`src/hdl/journal_transaction_tracker_assert.svh`:
```
// Assertion macros for the journal transaction tracker.
// Included by RTL files that carry concurrent checks; no other dependencies.
`ifndef JOURNAL_TRANSACTION_TRACKER_ASSERT_SVH
`define JOURNAL_TRANSACTION_TRACKER_ASSERT_SVH
`ifndef SYNTHESIS
// same-cycle implication
`define JTT_ASSERT_IMPL(label, clk, rst, ante, cons) \
  label: assert property (@(posedge clk) disable iff (rst) (ante) |-> (cons)) \
    else $error("jtt assertion failed");
// next-cycle implication
`define JTT_ASSERT_NEXT(label, clk, rst, ante, cons) \
  label: assert property (@(posedge clk) disable iff (rst) (ante) |=> (cons)) \
    else $error("jtt assertion failed");
`else
`define JTT_ASSERT_IMPL(label, clk, rst, ante, cons)
`define JTT_ASSERT_NEXT(label, clk, rst, ante, cons)
`endif
`endif

```
`src/hdl/jtt_pkg.sv`:
```
// Shared types and constants for the journal transaction tracker.
// No dependencies; used by jtt_cell and journal_transaction_tracker.
`timescale 1ns / 1ps
`default_nettype none

package jtt_pkg;

  localparam int LOG_SLOTS_DEF  = 32;
  localparam int OP_RESERVE_DEF = 10;
  localparam int CKPT_FACTOR    = 2;   // reserve multiple kept free at checkpoint
  localparam int OPS_MAX        = 15;

  localparam int BLOCK_W = 24;
  localparam int SLOT_W  = 5;
  localparam int COUNT_W = 6;
  localparam int OPS_W   = 4;

  typedef enum logic [1:0] {
    ACT_BEGIN  = 2'd0,
    ACT_END    = 2'd1,
    ACT_WRITE  = 2'd2,
    ACT_COMMIT = 2'd3
  } action_t;

  typedef enum logic [2:0] {
    ST_OK          = 3'd0,
    ST_WAIT        = 3'd1,
    ST_FULL        = 3'd2,
    ST_OUTSIDE     = 3'd3,
    ST_END_COMMIT  = 3'd4,
    ST_END_NOBEGIN = 3'd5
  } status_t;

  typedef enum logic {
    FSM_IDLE   = 1'b0,
    FSM_SEARCH = 1'b1
  } fsm_t;

  // control half of a lookup word moving down the cell row
  typedef struct packed {
    logic valid;
    logic hit;
  } probe_ctl_t;

endpackage

`default_nettype wire

```
`src/hdl/jtt_cell.sv`:
```
// One slot of the logged block table plus its stage of the lookup row.
// Depends on jtt_pkg.
`timescale 1ns / 1ps
`default_nettype none

module jtt_cell #(
  parameter int LOG_SLOTS = jtt_pkg::LOG_SLOTS_DEF,
  parameter int IDX       = 0
) (
  input  wire logic                         clk,
  input  wire logic                         rst,
  input  wire logic [$clog2(LOG_SLOTS+1)-1:0] entry_count,
  input  wire jtt_pkg::probe_ctl_t          in_ctl,
  input  wire logic [jtt_pkg::BLOCK_W-1:0]  in_key,
  input  wire logic [$clog2(LOG_SLOTS)-1:0] in_idx,
  output jtt_pkg::probe_ctl_t               out_ctl,
  output logic [jtt_pkg::BLOCK_W-1:0]       out_key,
  output logic [$clog2(LOG_SLOTS)-1:0]      out_idx
);

  localparam int CW = $clog2(LOG_SLOTS + 1);
  localparam int IW = $clog2(LOG_SLOTS);
  localparam logic [CW-1:0] MY_POS = CW'(IDX);
  localparam logic [IW-1:0] MY_IDX = IW'(IDX);

  logic [jtt_pkg::BLOCK_W-1:0] entry;
  logic match;
  logic append;

  // slots below the fill count are live; the first slot past them takes a miss
  assign match  = in_ctl.valid && !in_ctl.hit && (MY_POS < entry_count) && (entry == in_key);
  assign append = in_ctl.valid && !in_ctl.hit && (MY_POS == entry_count);

  always_ff @(posedge clk) begin
    if (append) begin
      entry <= in_key;
    end
  end

  always_ff @(posedge clk) begin
    if (rst) begin
      out_ctl <= '0;
    end else begin
      out_ctl.valid <= in_ctl.valid;
      out_ctl.hit   <= in_ctl.hit | match;
    end
  end

  always_ff @(posedge clk) begin
    out_key <= in_key;
    out_idx <= match ? MY_IDX : in_idx;
  end

endmodule

`default_nettype wire

```
`src/hdl/journal_transaction_tracker.sv`:
```
// Top level of the journal transaction tracker: event control and the cell row.
// Depends on jtt_pkg, jtt_cell and journal_transaction_tracker_assert.svh.
//
// Usage:
//   Drive action and block_number with start high; the word is taken at a
//   rising edge where start is high and busy is low. Each word yields exactly
//   one result word, shown on status .. open_operations for one cycle with
//   done high. The receiver cannot stall and must take it in that cycle.
// Timing and throughput:
//   A write that must look up the table runs a probe down the row of
//   LOG_SLOTS cells, one cell per cycle; busy stays high until done rises,
//   so no new word is taken while the probe is in the row. Every other
//   event, and a write refused as full or outside a transaction, shows done
//   in the cycle right after the accepting edge and keeps busy low, so such
//   words can be taken every cycle. A new start may be accepted in the cycle
//   in which done is high.
// Reset:
//   rst (synchronous) empties the log, clears the operation count and the
//   commit and checkpoint flags. Table contents are not cleared; slots at or
//   above the fill count are never compared.
`timescale 1ns / 1ps
`default_nettype none
`include "journal_transaction_tracker_assert.svh"

module journal_transaction_tracker #(
  parameter int LOG_SLOTS  = jtt_pkg::LOG_SLOTS_DEF,
  parameter int OP_RESERVE = jtt_pkg::OP_RESERVE_DEF
) (
  input  wire logic                         clk,
  input  wire logic                         rst,
  input  wire logic                         start,
  output logic                              busy,
  input  wire logic [1:0]                   action,
  input  wire logic [jtt_pkg::BLOCK_W-1:0]  block_number,
  output logic                              done,
  output logic [2:0]                        status,
  output logic                              commit_request,
  output logic                              checkpointed,
  output logic [jtt_pkg::SLOT_W-1:0]        slot_index,
  output logic                              newly_added,
  output logic [jtt_pkg::COUNT_W-1:0]       entries_in_use,
  output logic [jtt_pkg::OPS_W-1:0]         open_operations
);

  localparam int CW   = $clog2(LOG_SLOTS + 1);
  localparam int IW   = $clog2(LOG_SLOTS);
  localparam int SUMW = $clog2(LOG_SLOTS + (jtt_pkg::OPS_MAX + 1) * OP_RESERVE + 1);
  localparam int CKPT_MIN = (LOG_SLOTS > jtt_pkg::CKPT_FACTOR * OP_RESERVE) ?
                            LOG_SLOTS - jtt_pkg::CKPT_FACTOR * OP_RESERVE : 0;
  localparam logic [CW-1:0]   CKPT_LVL = CW'(CKPT_MIN);
  localparam logic [CW-1:0]   FULL_LVL = CW'(LOG_SLOTS);
  localparam logic [SUMW-1:0] CAP      = SUMW'(LOG_SLOTS);
  localparam logic [SUMW-1:0] RESV     = SUMW'(OP_RESERVE);
  localparam logic [jtt_pkg::OPS_W-1:0] OPS_TOP = jtt_pkg::OPS_W'(jtt_pkg::OPS_MAX);

  jtt_pkg::fsm_t state, state_next;

  logic [CW-1:0]              entry_count, entry_count_next;
  logic [jtt_pkg::OPS_W-1:0]  active_ops, active_ops_next;
  logic                       commit_busy, commit_busy_next;
  logic                       force_checkpoint, force_checkpoint_next;

  logic                       accept;
  logic                       inject;
  logic                       search_ok;
  logic                       overflow;
  logic [SUMW-1:0]            reserve_sum;
  logic                       load_result;
  jtt_pkg::status_t           r_status;
  logic                       r_creq;
  logic                       r_ckpt;
  logic [IW-1:0]              r_slot;
  logic                       r_added;

  // cell row wiring
  jtt_pkg::probe_ctl_t        ctl_chain [0:LOG_SLOTS];
  logic [jtt_pkg::BLOCK_W-1:0] key_chain [0:LOG_SLOTS];
  logic [IW-1:0]              idx_chain [0:LOG_SLOTS];
  jtt_pkg::probe_ctl_t        tail_ctl;
  logic [jtt_pkg::BLOCK_W-1:0] tail_key;
  logic [IW-1:0]              tail_idx;

  assign accept = start && !busy;

  assign reserve_sum = SUMW'(entry_count)
                     + SUMW'({1'b0, active_ops} + 5'd1) * RESV;
  assign overflow  = reserve_sum > CAP;
  assign search_ok = (entry_count < FULL_LVL) && (active_ops != '0);

  // next state
  always_comb begin
    state_next = state;
    case (state)
      jtt_pkg::FSM_IDLE: begin
        if (accept && (jtt_pkg::action_t'(action) == jtt_pkg::ACT_WRITE) && search_ok) begin
          state_next = jtt_pkg::FSM_SEARCH;
        end
      end
      jtt_pkg::FSM_SEARCH: begin
        if (tail_ctl.valid) begin
          state_next = jtt_pkg::FSM_IDLE;
        end
      end
      default: state_next = jtt_pkg::FSM_IDLE;
    endcase
  end

  // FSM outputs
  always_comb begin
    busy   = 1'b0;
    inject = 1'b0;
    case (state)
      jtt_pkg::FSM_IDLE: begin
        inject = start && (jtt_pkg::action_t'(action) == jtt_pkg::ACT_WRITE) && search_ok;
      end
      jtt_pkg::FSM_SEARCH: begin
        busy = 1'b1;
      end
      default: busy = 1'b0;
    endcase
  end

  // event handling
  always_comb begin
    entry_count_next      = entry_count;
    active_ops_next       = active_ops;
    commit_busy_next      = commit_busy;
    force_checkpoint_next = force_checkpoint;
    load_result = 1'b0;
    r_status    = jtt_pkg::ST_OK;
    r_creq      = 1'b0;
    r_ckpt      = 1'b0;
    r_slot      = '0;
    r_added     = 1'b0;
    if (accept) begin
      case (jtt_pkg::action_t'(action))
        jtt_pkg::ACT_BEGIN: begin
          load_result = 1'b1;
          if (commit_busy) begin
            r_status = jtt_pkg::ST_WAIT;
          end else if (overflow) begin
            r_status = jtt_pkg::ST_WAIT;
            force_checkpoint_next = 1'b1;
            if (active_ops == '0) begin
              commit_busy_next = 1'b1;
              r_creq = 1'b1;
            end
          end else if (active_ops >= OPS_TOP) begin
            r_status = jtt_pkg::ST_WAIT;
          end else begin
            active_ops_next = active_ops + 1'b1;
          end
        end
        jtt_pkg::ACT_END: begin
          load_result = 1'b1;
          if (commit_busy) begin
            r_status = jtt_pkg::ST_END_COMMIT;
          end else if (active_ops == '0) begin
            r_status = jtt_pkg::ST_END_NOBEGIN;
          end else begin
            active_ops_next = active_ops - 1'b1;
            if (active_ops == jtt_pkg::OPS_W'(1)) begin
              commit_busy_next = 1'b1;
              r_creq = 1'b1;
            end
          end
        end
        jtt_pkg::ACT_WRITE: begin
          // a lookup goes down the row; refusals answer at once
          if (entry_count >= FULL_LVL) begin
            load_result = 1'b1;
            r_status = jtt_pkg::ST_FULL;
          end else if (active_ops == '0) begin
            load_result = 1'b1;
            r_status = jtt_pkg::ST_OUTSIDE;
          end
        end
        jtt_pkg::ACT_COMMIT: begin
          load_result = 1'b1;
          if (commit_busy) begin
            if ((entry_count >= CKPT_LVL) || force_checkpoint) begin
              entry_count_next      = '0;
              force_checkpoint_next = 1'b0;
              r_ckpt = 1'b1;
            end
            commit_busy_next = 1'b0;
          end
        end
        default: load_result = 1'b1;
      endcase
    end else if ((state == jtt_pkg::FSM_SEARCH) && tail_ctl.valid) begin
      load_result = 1'b1;
      r_added = !tail_ctl.hit;
      // a miss lands in the slot at the old fill count, which is below LOG_SLOTS
      r_slot  = tail_ctl.hit ? tail_idx : entry_count[IW-1:0];
      if (!tail_ctl.hit) begin
        entry_count_next = entry_count + 1'b1;
      end
    end
  end

  always_ff @(posedge clk) begin
    if (rst) begin
      state            <= jtt_pkg::FSM_IDLE;
      entry_count      <= '0;
      active_ops       <= '0;
      commit_busy      <= 1'b0;
      force_checkpoint <= 1'b0;
      done             <= 1'b0;
    end else begin
      state            <= state_next;
      entry_count      <= entry_count_next;
      active_ops       <= active_ops_next;
      commit_busy      <= commit_busy_next;
      force_checkpoint <= force_checkpoint_next;
      done             <= load_result;
    end
  end

  always_ff @(posedge clk) begin
    if (load_result) begin
      status          <= r_status;
      commit_request  <= r_creq;
      checkpointed    <= r_ckpt;
      slot_index      <= jtt_pkg::SLOT_W'(r_slot);
      newly_added     <= r_added;
      entries_in_use  <= jtt_pkg::COUNT_W'(entry_count_next);
      open_operations <= active_ops_next;
    end
  end

  assign ctl_chain[0] = '{valid: inject, hit: 1'b0};
  assign key_chain[0] = block_number;
  assign idx_chain[0] = '0;

  for (genvar g = 0; g < LOG_SLOTS; g++) begin : g_cell
    jtt_cell #(
      .LOG_SLOTS (LOG_SLOTS),
      .IDX       (g)
    ) u_cell (
      .clk         (clk),
      .rst         (rst),
      .entry_count (entry_count),
      .in_ctl      (ctl_chain[g]),
      .in_key      (key_chain[g]),
      .in_idx      (idx_chain[g]),
      .out_ctl     (ctl_chain[g+1]),
      .out_key     (key_chain[g+1]),
      .out_idx     (idx_chain[g+1])
    );
  end

  assign tail_ctl = ctl_chain[LOG_SLOTS];
  assign tail_key = key_chain[LOG_SLOTS];
  assign tail_idx = idx_chain[LOG_SLOTS];

  `JTT_ASSERT_NEXT(a_inject_busy, clk, rst, inject, busy)
  `JTT_ASSERT_IMPL(a_tail_in_search, clk, rst, tail_ctl.valid, busy)
  `JTT_ASSERT_NEXT(a_tail_done, clk, rst, tail_ctl.valid, done && !busy)
  `JTT_ASSERT_IMPL(a_tail_key, clk, rst, tail_ctl.valid, $past(inject, LOG_SLOTS) && (tail_key == $past(block_number, LOG_SLOTS)))
  `JTT_ASSERT_IMPL(a_added_ok, clk, rst, done && newly_added, (status == jtt_pkg::ST_OK) && !commit_request)

endmodule

`default_nettype wire
```
`config.mk`:
```
export PLATFORM = sky130hd
export DESIGN_NAME = journal_transaction_tracker
export DESIGN_NICKNAME = d
export VERILOG_FILES = /design/src/hdl/jtt_pkg.sv /design/src/hdl/jtt_cell.sv /design/src/hdl/journal_transaction_tracker.sv
export VERILOG_INCLUDE_DIRS = /design/src /design/src/hdl
export SDC_FILE = /design/constraint.sdc
export NUM_CORES = 2
export LEC_CHECK = 0
export ABC_AREA = 1
export BUFFER_PORTS_ARGS = -buffer_cell sky130_fd_sc_hd__buf_2
export CAP_MARGIN = 20
export CORE_MARGIN = 1.5
export CORE_UTILIZATION = 65
export DETAILED_ROUTE_END_ITERATION = 8
export PLACE_DENSITY = 0.82
export SLEW_MARGIN = 0
export SYNTH_ARGS = -nofsm -noshare
export SYNTH_HDL_FRONTEND = slang
export SYNTH_SLANG_ARGS = --single-unit
```
`constraint.sdc`:
```
create_clock -name clk -period 10 [get_ports clk]
set_clock_uncertainty 0.05 [all_clocks]
set_input_delay 0.5 -clock clk [delete_from_list [all_inputs] [get_ports clk]]
set_output_delay 0.5 -clock clk [all_outputs]
set_load 0.01 [all_outputs]
```
==> metrics.txt <==
Logic pwr share 0.019; async set-reset flop share out of synthesis 0; H-tree lvl count 4; Vias/cell about 5.4; boundary pin count 52; first-pass GRT wire length ~180,000 µm; outcome finished clean; Syn Nets 4,323; Reg clk slew, reported paths 0.06 ns; Syn Area/Cell ~13 µm²; fill count 4,916; Pint 11,300 µW; largest net degree at the start of global routing 77; largest family of logic cells by synthesized area simple AND/OR/NAND/NOR gates; PortBufs 51; Slew HR 0.262; Worst Tran Pin Value 1.10 ns; Sw Ratio 0.206; # Max-Cap Violations 0; WP data arrival about 4.4 ns; setup bufs post-CTS 0; part of the power in registers 0.549; Seq/Total Area, Yosys 0.753; Final Max Tran Viols 0; Distinct cells, synth 54; Area Growth Syn to Fin 13.6%; most common cell after layout, fill and taps aside dfxtp_1; EDFF count, synth 789; clock power share 0.431; Synth Area in Compound Gates 0.0293; Leakage 0.0250 µW; layout net count 4,582; Detail Placement HPWL 76,500 µm; mux share of post-synthesis cell area 0; CTS tree yes; Root Driver clkbuf_16; HP Start action[0]; CP max FO 7; initial drt markers 2,717; Overflow after GRT 0; endpoints failing hold 0; Initial Util 0.655; vias in the first global route between 30,000 and 40,000; area of the core between 80,000 and 90,000 µm²; initial antenna violation count 5; die height 298 µm; fin crit share 0.398; simple-gate share of the synthesized area 0.105; clock tree buffer depth 3; clock sinks 1,740; Num CTS Buffers 159; Post-route DRC 0; setup TNS 0 ns; num rows 108; share of layout cells above drive strength 1 0.111; Post-Synthesis Cells about 4,300; Area after DPL around 59,000 µm²; number of synthesis warnings 0; Routed Wire Length 116,000 µm; R2R depth 16; Worst Path Required 10.46 ns; Top FF cell, synth dfxtp_1; fmax 251 MHz; most frequent cells in the layout 951 x dfxtp_1, 789 x edfxtp_1, 534 x inv_1; P_sw 2930 µW; Yosys reg bits about 1,700; first-pass iteration count of the detailed router 7; Post-Synth XOR/XNOR Area 0.0707; synthesized area 56,700 µm²; design area around 64,000 µm²; CP startpoint kind register; via count 31,740; Setup Viol. Count Final 0; hold path cells 4; Clock Latency Late Sink 0.76 ns; Final min period 3.98 ns; Avg WL per Cell 19.9 µm; Die X-Extent 298 µm; VDD IR max 180 µV; crit path capture type register; DIE AREA 89,000 µm²; antenna viol nets, final 0; total track usage 0.263; GP Congestion 0.888; hold crit path type input pin to register; reg2reg start active_ops[0]; critical path class register to register; synthesized-area fraction occupied by adder cells 0.00446; Pwr Density between 200 and 250 nW/µm²; n_diodes 0; unrepaired setup endpoints after global routing false; CP startpoint active_ops[0]
area by class of cell:
type | count | area, µm² | share of cell area
flip-flops and latches | 1740 | 42700 | 0.663
multi-input cells | 1980 | 12100 | 0.187
clock buffers | 222 | 4590 | 0.0712
inverters | 543 | 2040 | 0.0316
well taps | 1155 | 1450 | 0.0224
clock inverters | 77 | 786 | 0.0122
repair buffers | 110 | 769 | 0.0119
through the flow:
stage               instances  utilization  setup WS (ns)  power, µW  hold slack [ns]
finish                   5827        0.744           6.02      14200            0.135
detailed placement       5502        0.679           6.02       8200            0.311
floorplan                4275            -           6.12       8040            0.297
global placement         5502        0.679           6.06       8180            0.306
CTS                      5825        0.743           6.01      14300           0.0940
global route             5827        0.744           5.73      14600            0.115
worst paths after layout:
| check | end | slack (ns) |
|---|---|---|
| setup / recovery | open_operations[2] | 6.02 |
| hold reg to reg | g_cell[30].u_cell.out_key[8] | 0.30 |
| setup reg to reg | open_operations[2] | 6.02 |
| hold / removal | force_checkpoint | 0.14 |
state kept, by name, summed over array words and instances, names as in the netlist:
name and flops:
active_ops 4, checkpointed 1, commit_busy 1, commit_request 1, done 1, entries_in_use 6
entry_count 6, force_checkpoint 1, g_cell.u_cell.entry 768, g_cell.u_cell.out_ctl 64, g_cell.u_cell.out_idx 129, g_cell.u_cell.out_key 744
newly_added 1, open_operations 4, slot_index 5, state 1, status 3
cells in the mapped netlist (2+ instances only):
| cell type | instances | area, µm² |
|---|---|---|
| dfxtp_1 | 951 | 19000 |
| edfxtp_1 | 789 | 23700 |
| inv_1 | 534 | 2000 |
| nand2_1 | 391 | 1470 |
| nor2_1 | 325 | 1220 |
| xor2_1 | 251 | 2200 |
| xnor2_1 | 207 | 1810 |
| or2_2 | 122 | 763 |
| nand4_1 | 118 | 738 |
| nor4_1 | 99 | 619 |
| nand3_1 | 89 | 445 |
| o22ai_1 | 56 | 350 |
| o21ai_0 | 53 | 265 |
| nor3_1 | 47 | 235 |
| a21oi_1 | 35 | 175 |
| a211oi_1 | 33 | 248 |
| a221oi_1 | 21 | 184 |
| a22o_1 | 18 | 158 |
| ha_1 | 17 | 213 |
| nand3b_1 | 15 | 113 |
| nor3b_1 | 12 | 90.1 |
| o2111ai_1 | 11 | 96.3 |
| and2_1 | 8 | 50.1 |
| o211ai_1 | 8 | 60.1 |
| inv_2 | 6 | 22.5 |
| or2_1 | 6 | 37.5 |
| clkbuf_1 | 5 | 18.8 |
| buf_1 | 4 | 15.0 |
| nand2_2 | 4 | 25.0 |
| a31oi_1 | 3 | 18.8 |
| clkinv_1 | 3 | 11.3 |
| nor4_2 | 3 | 37.5 |
| o221ai_1 | 3 | 26.3 |
| buf_2 | 2 | 10.0 |
| fa_1 | 2 | 40.0 |
| nor2_2 | 2 | 12.5 |
| nor4b_1 | 2 | 17.5 |
| o21a_1 | 2 | 15.0 |
| o21ai_2 | 2 | 17.5 |
| or4_1 | 2 | 15.0 |
logic make-up after synthesis:
| kind of cell | count (synthesis) |
|---|---|
| compound gates | 250 |
| flops | 1740 |
| buf+inv | 555 |
| xor+xnor | 458 |
| simple gates | 1253 |
| fa+ha+maj | 19 |
routing by layer:
layer / up-vias / global-route usage / share of wire
li1: 14907 / - / -
met1: 15573 / 0.352 / 0.42
met2: 1041 / 0.442 / 0.50
met3: 215 / 0.0449 / 0.060
met4: 4 / 0.0873 / 0.026
met5: - / 0 / 0.00020
critical path, stage by stage (launching register included):
cell and delay (ns):
dfxtp_1 0.47, inv_1 0.20, ha_1 0.41, ha_1 0.33, ha_1 0.22, fa_1 0.49, ha_1 0.36, nand2_1 0.06
nand3b_1 0.19, nand3_1 0.11, nand2_1 0.06, nor2_1 0.15, nand4_1 0.22, o21ai_0 0.24, nand2_1 0.07, nand2_1 0.08
inv_1 0.04
power by group through the flow:
stage	clock, µW	combinational (µW)	sequential (µW)
6_report	6120	274	7790
2_1_floorplan	0	188	7860
4_1_cts	6190	273	7790
3_3_place_gp	0	250	7930
5_1_grt	6470	306	7810
3_5_place_dp	0	258	7940
timing repair:
action / CTS / global route
hold endpoints to repair: 48 / 0
setup endpoints to repair: 0 / 0
hold buffers: 24 / 0
resized for setup: 0 / 0
Power figures use the tool's default switching activity.
